[src/rtl/core/mesh_normal_generator_top_defines.svh]
// ---------------------------------------------------------------------------
// Assertion macros for the mesh normal generator
// Shared by the modules that check their own control logic.
// ---------------------------------------------------------------------------
`ifndef MESH_NORMAL_GENERATOR_TOP_DEFINES_SVH
`define MESH_NORMAL_GENERATOR_TOP_DEFINES_SVH

// Consequent must hold in the same cycle as the antecedent.
`define MNG_ASSERT_NOW(label, ante, cons, msg) \
  label: assert property (@(posedge clk) disable iff (rst) (ante) |-> (cons)) \
    else $error(msg);

// Consequent must hold in the cycle after the antecedent.
`define MNG_ASSERT_NEXT(label, ante, cons, msg) \
  label: assert property (@(posedge clk) disable iff (rst) (ante) |=> (cons)) \
    else $error(msg);

`endif

[src/rtl/core/mng_pkg.sv]
// ---------------------------------------------------------------------------
// mng_pkg
// Constants, codes and the command and status types of the normal generator.
// ---------------------------------------------------------------------------
`default_nettype none

package mng_pkg;

  localparam int VERTEX_DEPTH = 1024;
  localparam int IDX_W        = $clog2(VERTEX_DEPTH);
  localparam int POS_W        = 16;
  localparam int NORM_W       = 16;
  localparam int CROSS_W      = 35;
  localparam int MS_W         = 30;
  localparam int SQ_W         = 62;
  localparam int LEN_W        = 32;
  localparam int NUM_W        = 48;
  localparam int SUM_W        = 32;
  localparam int CNT_W        = 16;
  localparam int ACC_W        = CNT_W + 3 * SUM_W;
  localparam int STEP_W       = 6;
  localparam int SQRT_STEPS   = 31;
  localparam int DIV_STEPS    = 48;

  localparam logic [NORM_W-1:0] NORM_ONE  = 16'd16384;
  localparam logic [CNT_W-1:0]  COUNT_MAX = 16'hFFFF;

  localparam logic [1:0] REQ_LOAD = 2'd0;
  localparam logic [1:0] REQ_FACE = 2'd1;
  localparam logic [1:0] REQ_READ = 2'd2;

  localparam logic KIND_FACE = 1'b0;
  localparam logic KIND_READ = 1'b1;

  // Corner selector code that addresses the request's own vertex index.
  localparam logic [1:0] SEL_IDX = 2'd3;

  typedef enum logic [3:0] {
    OP_NOP,
    OP_LOAD,
    OP_POS_RD,
    OP_CROSS,
    OP_SQ,
    OP_SQRT_INIT,
    OP_SQRT_STEP,
    OP_DIV_INIT,
    OP_DIV_STEP,
    OP_DIV_DONE,
    OP_SUM_RD,
    OP_SUM_WR,
    OP_OUT_FACE,
    OP_OUT_READ
  } mng_op_t;

  typedef struct packed {
    logic              capture;
    mng_op_t           op;
    logic [STEP_W-1:0] step;
  } mng_cmd_t;

  typedef struct packed {
    logic deg;
    logic cnt_zero;
    logic out_busy;
  } mng_stat_t;

  typedef struct packed {
    logic [1:0]              req;
    logic [IDX_W-1:0]        idx;
    logic signed [POS_W-1:0] pos_x;
    logic signed [POS_W-1:0] pos_y;
    logic signed [POS_W-1:0] pos_z;
    logic [IDX_W-1:0]        corner_a;
    logic [IDX_W-1:0]        corner_b;
    logic [IDX_W-1:0]        corner_c;
  } mng_item_t;

endpackage

`default_nettype wire

[src/rtl/core/mng_ctrl.sv]
// ---------------------------------------------------------------------------
// mng_ctrl
// Sequencer that steps the datapath through load, face and read requests.
// ---------------------------------------------------------------------------
`default_nettype none
`include "mesh_normal_generator_top_defines.svh"

module mng_ctrl (
  input  logic               clk,
  input  logic               rst,
  input  logic               s_tvalid,
  output logic               s_tready,
  input  logic [1:0]         in_req,
  input  mng_pkg::mng_stat_t stat,
  output mng_pkg::mng_cmd_t  cmd
);
  import mng_pkg::*;

  typedef enum logic [8:0] {
    S_IDLE  = 9'b000000001,
    S_LOAD  = 9'b000000010,
    S_POS   = 9'b000000100,
    S_CROSS = 9'b000001000,
    S_SQ    = 9'b000010000,
    S_SQRT  = 9'b000100000,
    S_DIV   = 9'b001000000,
    S_SUM   = 9'b010000000,
    S_OUT   = 9'b100000000
  } mng_state_t;

  mng_state_t        state;
  mng_state_t        state_next;
  logic [STEP_W-1:0] step;
  logic [STEP_W-1:0] step_next;
  logic [1:0]        comp;
  logic [1:0]        comp_next;
  logic [1:0]        req;
  logic              accept;
  logic              is_face;

  assign s_tready = (state == S_IDLE);
  assign accept   = s_tvalid && s_tready;
  assign is_face  = (req == REQ_FACE);

  always_ff @(posedge clk) begin
    if (rst) begin
      state <= S_IDLE;
      step  <= '0;
      comp  <= 2'd0;
      req   <= REQ_LOAD;
    end else begin
      state <= state_next;
      step  <= step_next;
      comp  <= comp_next;
      if (accept) begin
        req <= in_req;
      end
    end
  end

  always_comb begin
    state_next  = state;
    step_next   = step + 6'd1;
    comp_next   = comp;
    cmd.capture = accept;
    cmd.op      = OP_NOP;
    cmd.step    = step;
    unique case (state)
      S_IDLE: begin
        step_next = '0;
        comp_next = 2'd0;
        if (accept) begin
          unique case (in_req)
            REQ_LOAD: state_next = S_LOAD;
            REQ_FACE: state_next = S_POS;
            REQ_READ: state_next = S_SUM;
            default:  state_next = S_IDLE;
          endcase
        end
      end
      S_LOAD: begin
        cmd.op     = OP_LOAD;
        state_next = S_IDLE;
      end
      S_POS: begin
        if (step < 6'd3) begin
          cmd.op = OP_POS_RD;
        end else begin
          state_next = S_CROSS;
          step_next  = '0;
        end
      end
      S_CROSS: begin
        // Products run on steps zero to five; the last sum settles by step seven.
        if (step < 6'd6) begin
          cmd.op = OP_CROSS;
        end else if (step == 6'd7) begin
          state_next = stat.deg ? S_SUM : S_SQ;
          step_next  = '0;
        end
      end
      S_SQ: begin
        if (step < 6'd4) begin
          cmd.op = OP_SQ;
        end else begin
          state_next = S_SQRT;
          step_next  = '0;
        end
      end
      S_SQRT: begin
        cmd.op = (step == '0) ? OP_SQRT_INIT : OP_SQRT_STEP;
        if (step == 6'(SQRT_STEPS)) begin
          state_next = S_DIV;
          step_next  = '0;
          comp_next  = 2'd0;
        end
      end
      S_DIV: begin
        cmd.step = {3'd0, !is_face, comp};
        if (step == '0) begin
          cmd.op = OP_DIV_INIT;
        end else if (step <= 6'(DIV_STEPS)) begin
          cmd.op = OP_DIV_STEP;
        end else begin
          cmd.op    = OP_DIV_DONE;
          step_next = '0;
          comp_next = comp + 2'd1;
          if (comp == 2'd2) begin
            state_next = is_face ? S_SUM : S_OUT;
          end
        end
      end
      S_SUM: begin
        if (is_face) begin
          // Read then write each corner so a repeated corner sees its own update.
          cmd.op   = step[0] ? OP_SUM_WR : OP_SUM_RD;
          cmd.step = step >> 1;
          if (step == 6'd5) begin
            state_next = S_OUT;
          end
        end else if (step == '0) begin
          cmd.op   = OP_SUM_RD;
          cmd.step = 6'(SEL_IDX);
        end else begin
          state_next = stat.cnt_zero ? S_OUT : S_DIV;
          step_next  = '0;
          comp_next  = 2'd0;
        end
      end
      S_OUT: begin
        if (!stat.out_busy) begin
          cmd.op     = is_face ? OP_OUT_FACE : OP_OUT_READ;
          state_next = S_IDLE;
        end
      end
      default: begin
        state_next = S_IDLE;
      end
    endcase
  end

  `MNG_ASSERT_NOW(a_sqrt_len, state == S_SQRT, step <= 6'(SQRT_STEPS), "square root ran too long")
  `MNG_ASSERT_NOW(a_div_len, state == S_DIV, step <= 6'(DIV_STEPS + 1), "division ran too long")
  `MNG_ASSERT_NEXT(a_load_go, accept && in_req == REQ_LOAD, state == S_LOAD, "load request not started")

endmodule

`default_nettype wire

[config.mk]
export PLATFORM = sky130hd
export DESIGN_NAME = mng_ctrl
export DESIGN_NICKNAME = d
export VERILOG_FILES = /design/src/rtl/core/mng_pkg.sv /design/src/rtl/core/mng_ctrl.sv
export VERILOG_INCLUDE_DIRS = /design/src /design/src/rtl/core
export SDC_FILE = /design/constraint.sdc
export NUM_CORES = 1
export LEC_CHECK = 0
export ABC_AREA = 0
export BUFFER_PORTS_ARGS = -buffer_cell sky130_fd_sc_hd__buf_2
export CAP_MARGIN = 20
export CORE_MARGIN = 4
export CORE_UTILIZATION = 50
export DETAILED_ROUTE_END_ITERATION = 10
export PLACE_DENSITY = 0.69
export SKIP_LAST_GASP = 1
export SYNTH_ARGS = -nofsm -noshare
export SYNTH_HDL_FRONTEND = slang
export SYNTH_SLANG_ARGS = --single-unit
[constraint.sdc]
create_clock -name clk -period 2.1 [get_ports clk]
set_input_delay 0.105 -clock clk [delete_from_list [all_inputs] [get_ports clk]]
set_output_delay 0.105 -clock clk [all_outputs]
set_load 0.01 [all_outputs]
==> metrics.txt, run 1 <==
Worst Max-Slew Pin Slew roughly 0.52 ns; TritonCTS clock tree done; highest cell delay on the worst timing path ~0.47 ns; arrival time at the worst endpoint 2.14 ns; capture endpoint of the worst hold path state[1]; Reg-to-Reg Start step[3]; net count after synthesis 235; height of the die about 66 µm; IO Pins 20; total power density per cell area about 850 nW/µm²; most used flip-flop cell after synthesis sky130_fd_sc_hd__dfxtp_1; clock insertion delay at the later pin of the skew report slightly above 0.3 ns; combinational share of power 0.676; Root Driver sky130_fd_sc_hd__clkbuf_4; period utilization 1.07; leading cell types by count after synthesis sky130_fd_sc_hd__nor2_1 (26), sky130_fd_sc_hd__nand2_1 (23), sky130_fd_sc_hd__dfxtp_1 (19), sky130_fd_sc_hd__a21oi_1 (16), sky130_fd_sc_hd__o21ai_0 (10); failing checks negative setup slack; destination of the worst register-to-register timing path state[8]; per-instance average area after synthesis roughly 7.5 µm²; highest net fanout along the worst path 11; Core Util, Final 0.760; number of DRC violations after detailed routing 0; deepest clock path buffer count 2; CORE AREA between 3000 and 4000 µm²; Reg power frac 0.226; worst relative slew slack 0.652; setup repair after global routing missed its margin yes; area growth from synthesis to layout 42.4%; Worst path slowest cell sky130_fd_sc_hd__or3b_2; combined area of the multi-input logic cells between 1000 and 1500 µm²; count of distinct cell types in the synthesized netlist 62; post-synthesis cell type with the largest combined area sky130_fd_sc_hd__dfxtp_1; Initial Util 0.534; worst reg2reg path depth 6; depth of the worst hold-timing path 2; overall routing resource usage 0.245; worst clock skew about 0.0056 ns; RD Place Congestion about 0.95; Rows 20; cells along the critical path nor3_1 -> buf_4 -> nand4_1 -> nor2_1 -> a31oi_1 -> or3b_2 -> buf_2; total area of sequential cells about 390 µm²; post-synthesis cell count 223; clock network fraction of total power 0.098; initial antenna violation count 0; CP Capture Type output pin; internal reg-to-reg setup slack -0.07 ns; least setup slack across all paths after layout -0.143 ns; worst IR drop on VDD between 500 and 600 µV; TritonCTS sink count 19; Worst-path clk slew 0.11 ns; placed cell count just over 300; Critical Path Source Type flop; die width 65.8 µm; pre-CTS WS -0.0111 ns; startpoint of the worst hold path in_req[0]; Post-synth EDFFs 0; maximum operating frequency 446 MHz; maximum number of pins on one net before global-route repair 20; Buffers on Ports 19; post-synth top area share 0.228; TritonCTS buffer count 3; vias in the first global route roughly 1800; Routed Antenna Nets 0; quantity of hold-fixing buffers added after cts 0; number of maximum-capacitance constraint violations 0; total vias in the final route between 2000 and 2500; DR pass1 iterations 5; final cell count without fillers around 320; WL per Instance roughly 18 µm; half-perimeter wire length after placement between 3 and 4 mm; switching power share of the total 0.444; Inserted Diodes 0; post-synthesis register bit count 19; class of the tightest hold or removal check in2reg; net total in the final layout slightly below 300; start-to-end type of the worst setup path reg2out; power after layout about 2 mW; count leader, synth sky130_fd_sc_hd__nor2_1; switching component of the power between 0.9 and 1 mW; Async S/R FF share, synth 0; ratio of routed vias to standard cells about 6.3; Leak between 1 and 1.5 nW; share of layout cells above drive strength 1 0.454; Final TNS setup -0.394 ns; post-synthesis instance area ~1700 µm²; routed wire length 5.67 mm; run status finished, violations left; sequential cell area fraction in the yosys report 0.228; H-tree depth 1; Filler Cell Count ~230; first-pass GRT wire length around 8.3 mm; total grt overflow 0; die outline area ~4300 µm²; cells taking the most area after synthesis sky130_fd_sc_hd__dfxtp_1 (23%), sky130_fd_sc_hd__nor2_1 (5.8%), sky130_fd_sc_hd__nand2_1 (5.2%), sky130_fd_sc_hd__a21oi_1 (4.8%), sky130_fd_sc_hd__ha_1 (3.0%); required time of the critical path roughly 2.0 ns; total setup violations reported at the end of the flow 9; Max Transition Viols Final 0; DRC violation total after the first TritonRoute iteration between 150 and 200; Ys Warns 0; minimum clock period between 2 and 2.5 ns; Power Internal 1.13 mW; final hold violations 0
==> cells by family after synthesis <==
family / share of synthesized area
muxes: 0.0120
xor gates and xnor gates: 0.0315
adders and majority gates: 0.0300
and+or+nand+nor: 0.369
AOI/OAI and AO/OA: 0.253
DFF: 0.228
buffers and inverters: 0.0772
==> power by group through the flow <==
stage | Clock, mW | Combinational (mW) | Sequential, mW
2_1_floorplan | 0 | 0.701 | 0.453
3_3_place_gp | 0 | 1.05 | 0.456
3_5_place_dp | 0 | 1.06 | 0.459
4_1_cts | 0.200 | 1.10 | 0.453
5_1_grt | 0.218 | 1.46 | 0.467
6_report | 0.198 | 1.37 | 0.459
==> per-layer routing <==
layer / wire, µm / global-route usage
met4: 142 / 0.0803
met3: 538 / 0.0323
met1: 2280 / 0.342
met5: 0 / 0
met2: 2710 / 0.387
==> final cells by class <==
type                       count  share of cell area
timing repair buffer          70               0.218
sequential                    19               0.165
clock buffer                   3             0.00947
multi-input combinational    178               0.568
inverter                       9              0.0142
clock inverter                 1             0.00211
tap                           44              0.0232
==> through the flow <==
| stage | hold slack [ns] | instance area (µm²) |
|---|---|---|
| 3_5_place_dp | 0.348 | 2010 |
| 3_3_place_gp | 0.341 | 2010 |
| 4_1_cts | 0.0162 | 2080 |
| 5_1_grt | 0.0343 | 2380 |
| 2_1_floorplan | 0.182 | 1670 |
| 6_report | 0.0229 | 2380 |
==> sequential cells by signal (all words and copies together), names as in the netlist <==
| signal | count |
|---|---|
| req | 2 |
| step | 6 |
| state | 9 |
| comp | 2 |
==> worst max path at each step <==
stage	startpoint	slack, ns	endpoint	cells after the start
finish	state[8]	-0.14	cmd[7]	7
global route	state[8]	-0.19	cmd[7]	7
CTS	state[5]	-0.07	cmd[7]	7
detailed placement	step[0]	-0.01	step[5]	8
global placement	step[0]	0.03	step[5]	8
floorplan	step[0]	0.02	state[8]	7
==> worst max-delay path: cells and delay by family (launching register included) <==
kind | cells | cell delay (ns)
AND/OR/NAND/NOR | 4 | 0.87
flip-flops | 1 | 0.42
buffers and inverters | 2 | 0.34
AO/OA/AOI/OAI | 1 | 0.20
==> cell usage in the layout, fill, tap and decap left out, types with 3 or more instances in the layout <==
cell type and n:
sky130_fd_sc_hd__a21oi_1 14, sky130_fd_sc_hd__a31oi_1 5, sky130_fd_sc_hd__buf_2 19, sky130_fd_sc_hd__buf_4 45, sky130_fd_sc_hd__buf_6 4, sky130_fd_sc_hd__clkbuf_4 3, sky130_fd_sc_hd__dfxtp_1 10, sky130_fd_sc_hd__dfxtp_2 9
sky130_fd_sc_hd__ha_1 3, sky130_fd_sc_hd__inv_1 8, sky130_fd_sc_hd__nand2_1 20, sky130_fd_sc_hd__nand3_1 6, sky130_fd_sc_hd__nand4_1 4, sky130_fd_sc_hd__nor2_1 24, sky130_fd_sc_hd__nor3_1 7, sky130_fd_sc_hd__nor3_2 3
sky130_fd_sc_hd__nor4_4 3, sky130_fd_sc_hd__nor4b_1 3, sky130_fd_sc_hd__o2111ai_1 3, sky130_fd_sc_hd__o21ai_0 8, sky130_fd_sc_hd__xnor2_1 3, sky130_fd_sc_hd__xor2_1 3
==> what timing repair did <==
| item | 4_1_cts | 5_1_grt |
|---|---|---|
| pin swaps | 2 | 12 |
| setup buffers | 2 | 13 |
| endpoints found under the setup margin | 14 | 23 |
| resized for setup | 12 | 45 |
| endpoints found under the hold margin | 0 | 0 |
(Power assumes the default switching activity.)
==> inputs of run 2 (changes only) <==
CORE_MARGIN = default   (was 4)
CORE_UTILIZATION = 52   (was 50)
PLACE_DENSITY = 0.71   (was 0.69)
==> run 2 against run 1 <==
Compared with the run above: the flow finishes with violations (negative hold slack, negative setup slack); die area down 20%; critical path depth fell by 1; critical path type is now reg2reg; register-to-register slack improved by 0.02 ns; largest power group unchanged; combinational power is 4% lower; sequential power rose by 3%; fmax up 4.1%; sequential share of layout area is 0.82 points higher; wire length is 0.71% lower; sequential cell count unchanged; global-route usage grew 6.5 points; hold slack worse by 0.025 ns; final cell count up 1.2%.
==> metrics.txt, run 2 (synthesis results as in run 1) <==
highest cell delay on the worst timing path approximately 0.60 ns; most common cell after layout, fill and taps aside sky130_fd_sc_hd__buf_4; half-perimeter wire length after placement 3.87 mm; Initial Util 0.547; vias in the first global route 1808; setup repair after global routing missed its margin yes; pre-CTS WS -0.0598 ns; net total in the final layout roughly 300; Reg-to-Reg Start state[6]; Worst Max-Slew Pin Slew 0.495 ns; number of maximum-capacitance constraint violations 0; total grt overflow 0; total power density per cell area approximately 860 nW/µm²; total vias in the final route roughly 2000; CORE AREA roughly 3100 µm²; arrival time at the worst endpoint approximately 2.4 ns; maximum operating frequency between 400 and 500 MHz; largest registers state x9, step x6; number of flip-flops under the largest register name 9; least setup slack across all paths after layout -0.0538 ns; first-pass GRT wire length 8.12 mm; DRC violation total after the first TritonRoute iteration about 270; TritonCTS buffer count 3; worst clock skew a little under 0.005 ns; Leak approximately 1.0 nW; Buffers on Ports 19; Routed Antenna Nets 0; Max Transition Viols Final 0; quantity of hold-fixing buffers added after cts 0; worst relative slew slack 0.668; Root Driver sky130_fd_sc_hd__clkbuf_4; TritonCTS clock tree done; total non-filler cell area in the finished layout between 2000 and 2500 µm²; failing checks negative hold slack, negative setup slack; worst IR drop on VDD 531 µV; depth of the worst hold-timing path 2; routed wire length approximately 5.6 mm; Worst path slowest cell sky130_fd_sc_hd__or4b_1; internal reg-to-reg setup slack -0.05 ns; worst reg2reg path depth 6; ratio of routed vias to standard cells 6.28; Fin Hold WS -0.00220 ns; period utilization 1.03; die width ~59 µm; deepest clock path buffer count 2; total setup violations reported at the end of the flow 9; Critical Path Source Type flop; IO Pins 20; WL per Instance approximately 17 µm; H-tree depth 1; number of DRC violations after detailed routing 0; TritonCTS sink count 19; Rows 20; destination of the worst register-to-register timing path step[5]; Inserted Diodes 0; Largest Register state; die outline area 3440 µm²; placed cell areas 2080 µm²; highest net fanout along the worst path 4; capture endpoint of the worst hold path state[1]; area growth from synthesis to layout 38.7%; class of the tightest hold or removal check in2reg; start-to-end type of the worst setup path reg2reg; height of the die 58.7 µm; run status finished, violations left; initial antenna violation count 0; Worst-path clk slew ~0.12 ns; overall routing resource usage 0.311; share of layout cells above drive strength 1 0.458; DR pass1 iterations 5; startpoint of the worst hold path in_req[0]; final hold violations 1; most frequent cells in the layout sky130_fd_sc_hd__buf_4 (54), sky130_fd_sc_hd__nor2_1 (24), sky130_fd_sc_hd__nand2_1 (21), sky130_fd_sc_hd__buf_2 (19), sky130_fd_sc_hd__a21oi_1 (15); cells along the critical path or4b_1 -> or4_4 -> a21boi_4 -> nor4b_4 -> nor2b_4 -> nor3_2; clock insertion delay at the later pin of the skew report about 0.31 ns; maximum number of pins on one net before global-route repair 20; RD Place Congestion between 0.9 and 1; minimum clock period 2.15 ns; required time of the critical path roughly 2.3 ns; CP Capture Type flop
run 2: per-stage QoR:
| step | setup TNS (ns) | instances | utilization | total power, mW |
|---|---|---|---|---|
| after floorplan | 0 | 223 | - | 1.15 |
| after global placement | -0.00758 | 315 | 0.682 | 1.57 |
| after detailed placement | -0.180 | 315 | 0.682 | 1.58 |
| after CTS | -0.0381 | 322 | 0.712 | 1.81 |
| after global routing | -1.07 | 328 | 0.758 | 2.11 |
| final | -0.224 | 328 | 0.758 | 2.00 |
run 2: power by group:
group          total (mW)  internal, mW  switching [mW]
Combinational        1.32         0.637           0.686
Sequential          0.473         0.415          0.0577
Clock               0.201        0.0713           0.130
run 2: final cells by class:
type                       instances  area, µm²
clock buffer                       3       22.5
clock inverter                     1       5.00
fill                             240        738
inverter                           9       33.8
multi-input combinational        178       1280
sequential                        19        400
tap                               44       55.1
timing repair buffer              74        520
run 2: how the worst max path moves through the flow:
stage	startpoint	end	slack (ns)	cells after the start
after floorplan	step[0]	state[8]	0.02	7
after global placement	step[3]	step[5]	-0.008	6
after detailed placement	step[3]	step[5]	-0.06	6
after CTS	step[0]	cmd[7]	-0.02	7
after global routing	state[0]	state[8]	-0.11	9
final	state[6]	step[5]	-0.05	6
run 2: worst max-delay path, delay by kind of cell, from the launching register on:
| kind | cells | cell delay, ns |
|---|---|---|
| and+or+nand+nor | 5 | 1.48 |
| DFF | 1 | 0.36 |
| AOI/OAI and AO/OA | 1 | 0.25 |
run 2: routing by layer:
layer  vias to the layer above  GRT usage  wire (µm)
met4                         0      0.105        178
met5                         -          0          0
met2                       121      0.522       2670
li1                        954          -          -
met1                       961      0.415       2280
met3                        24     0.0330        499
run 2: timing repair:
item                                    4_1_cts  5_1_grt
cloned                                        0        0
pin swaps                                     2        5
buffers inserted                              3        6
resized for setup                            19       26
endpoints found under the setup margin       18       17
endpoints found under the hold margin         0        0
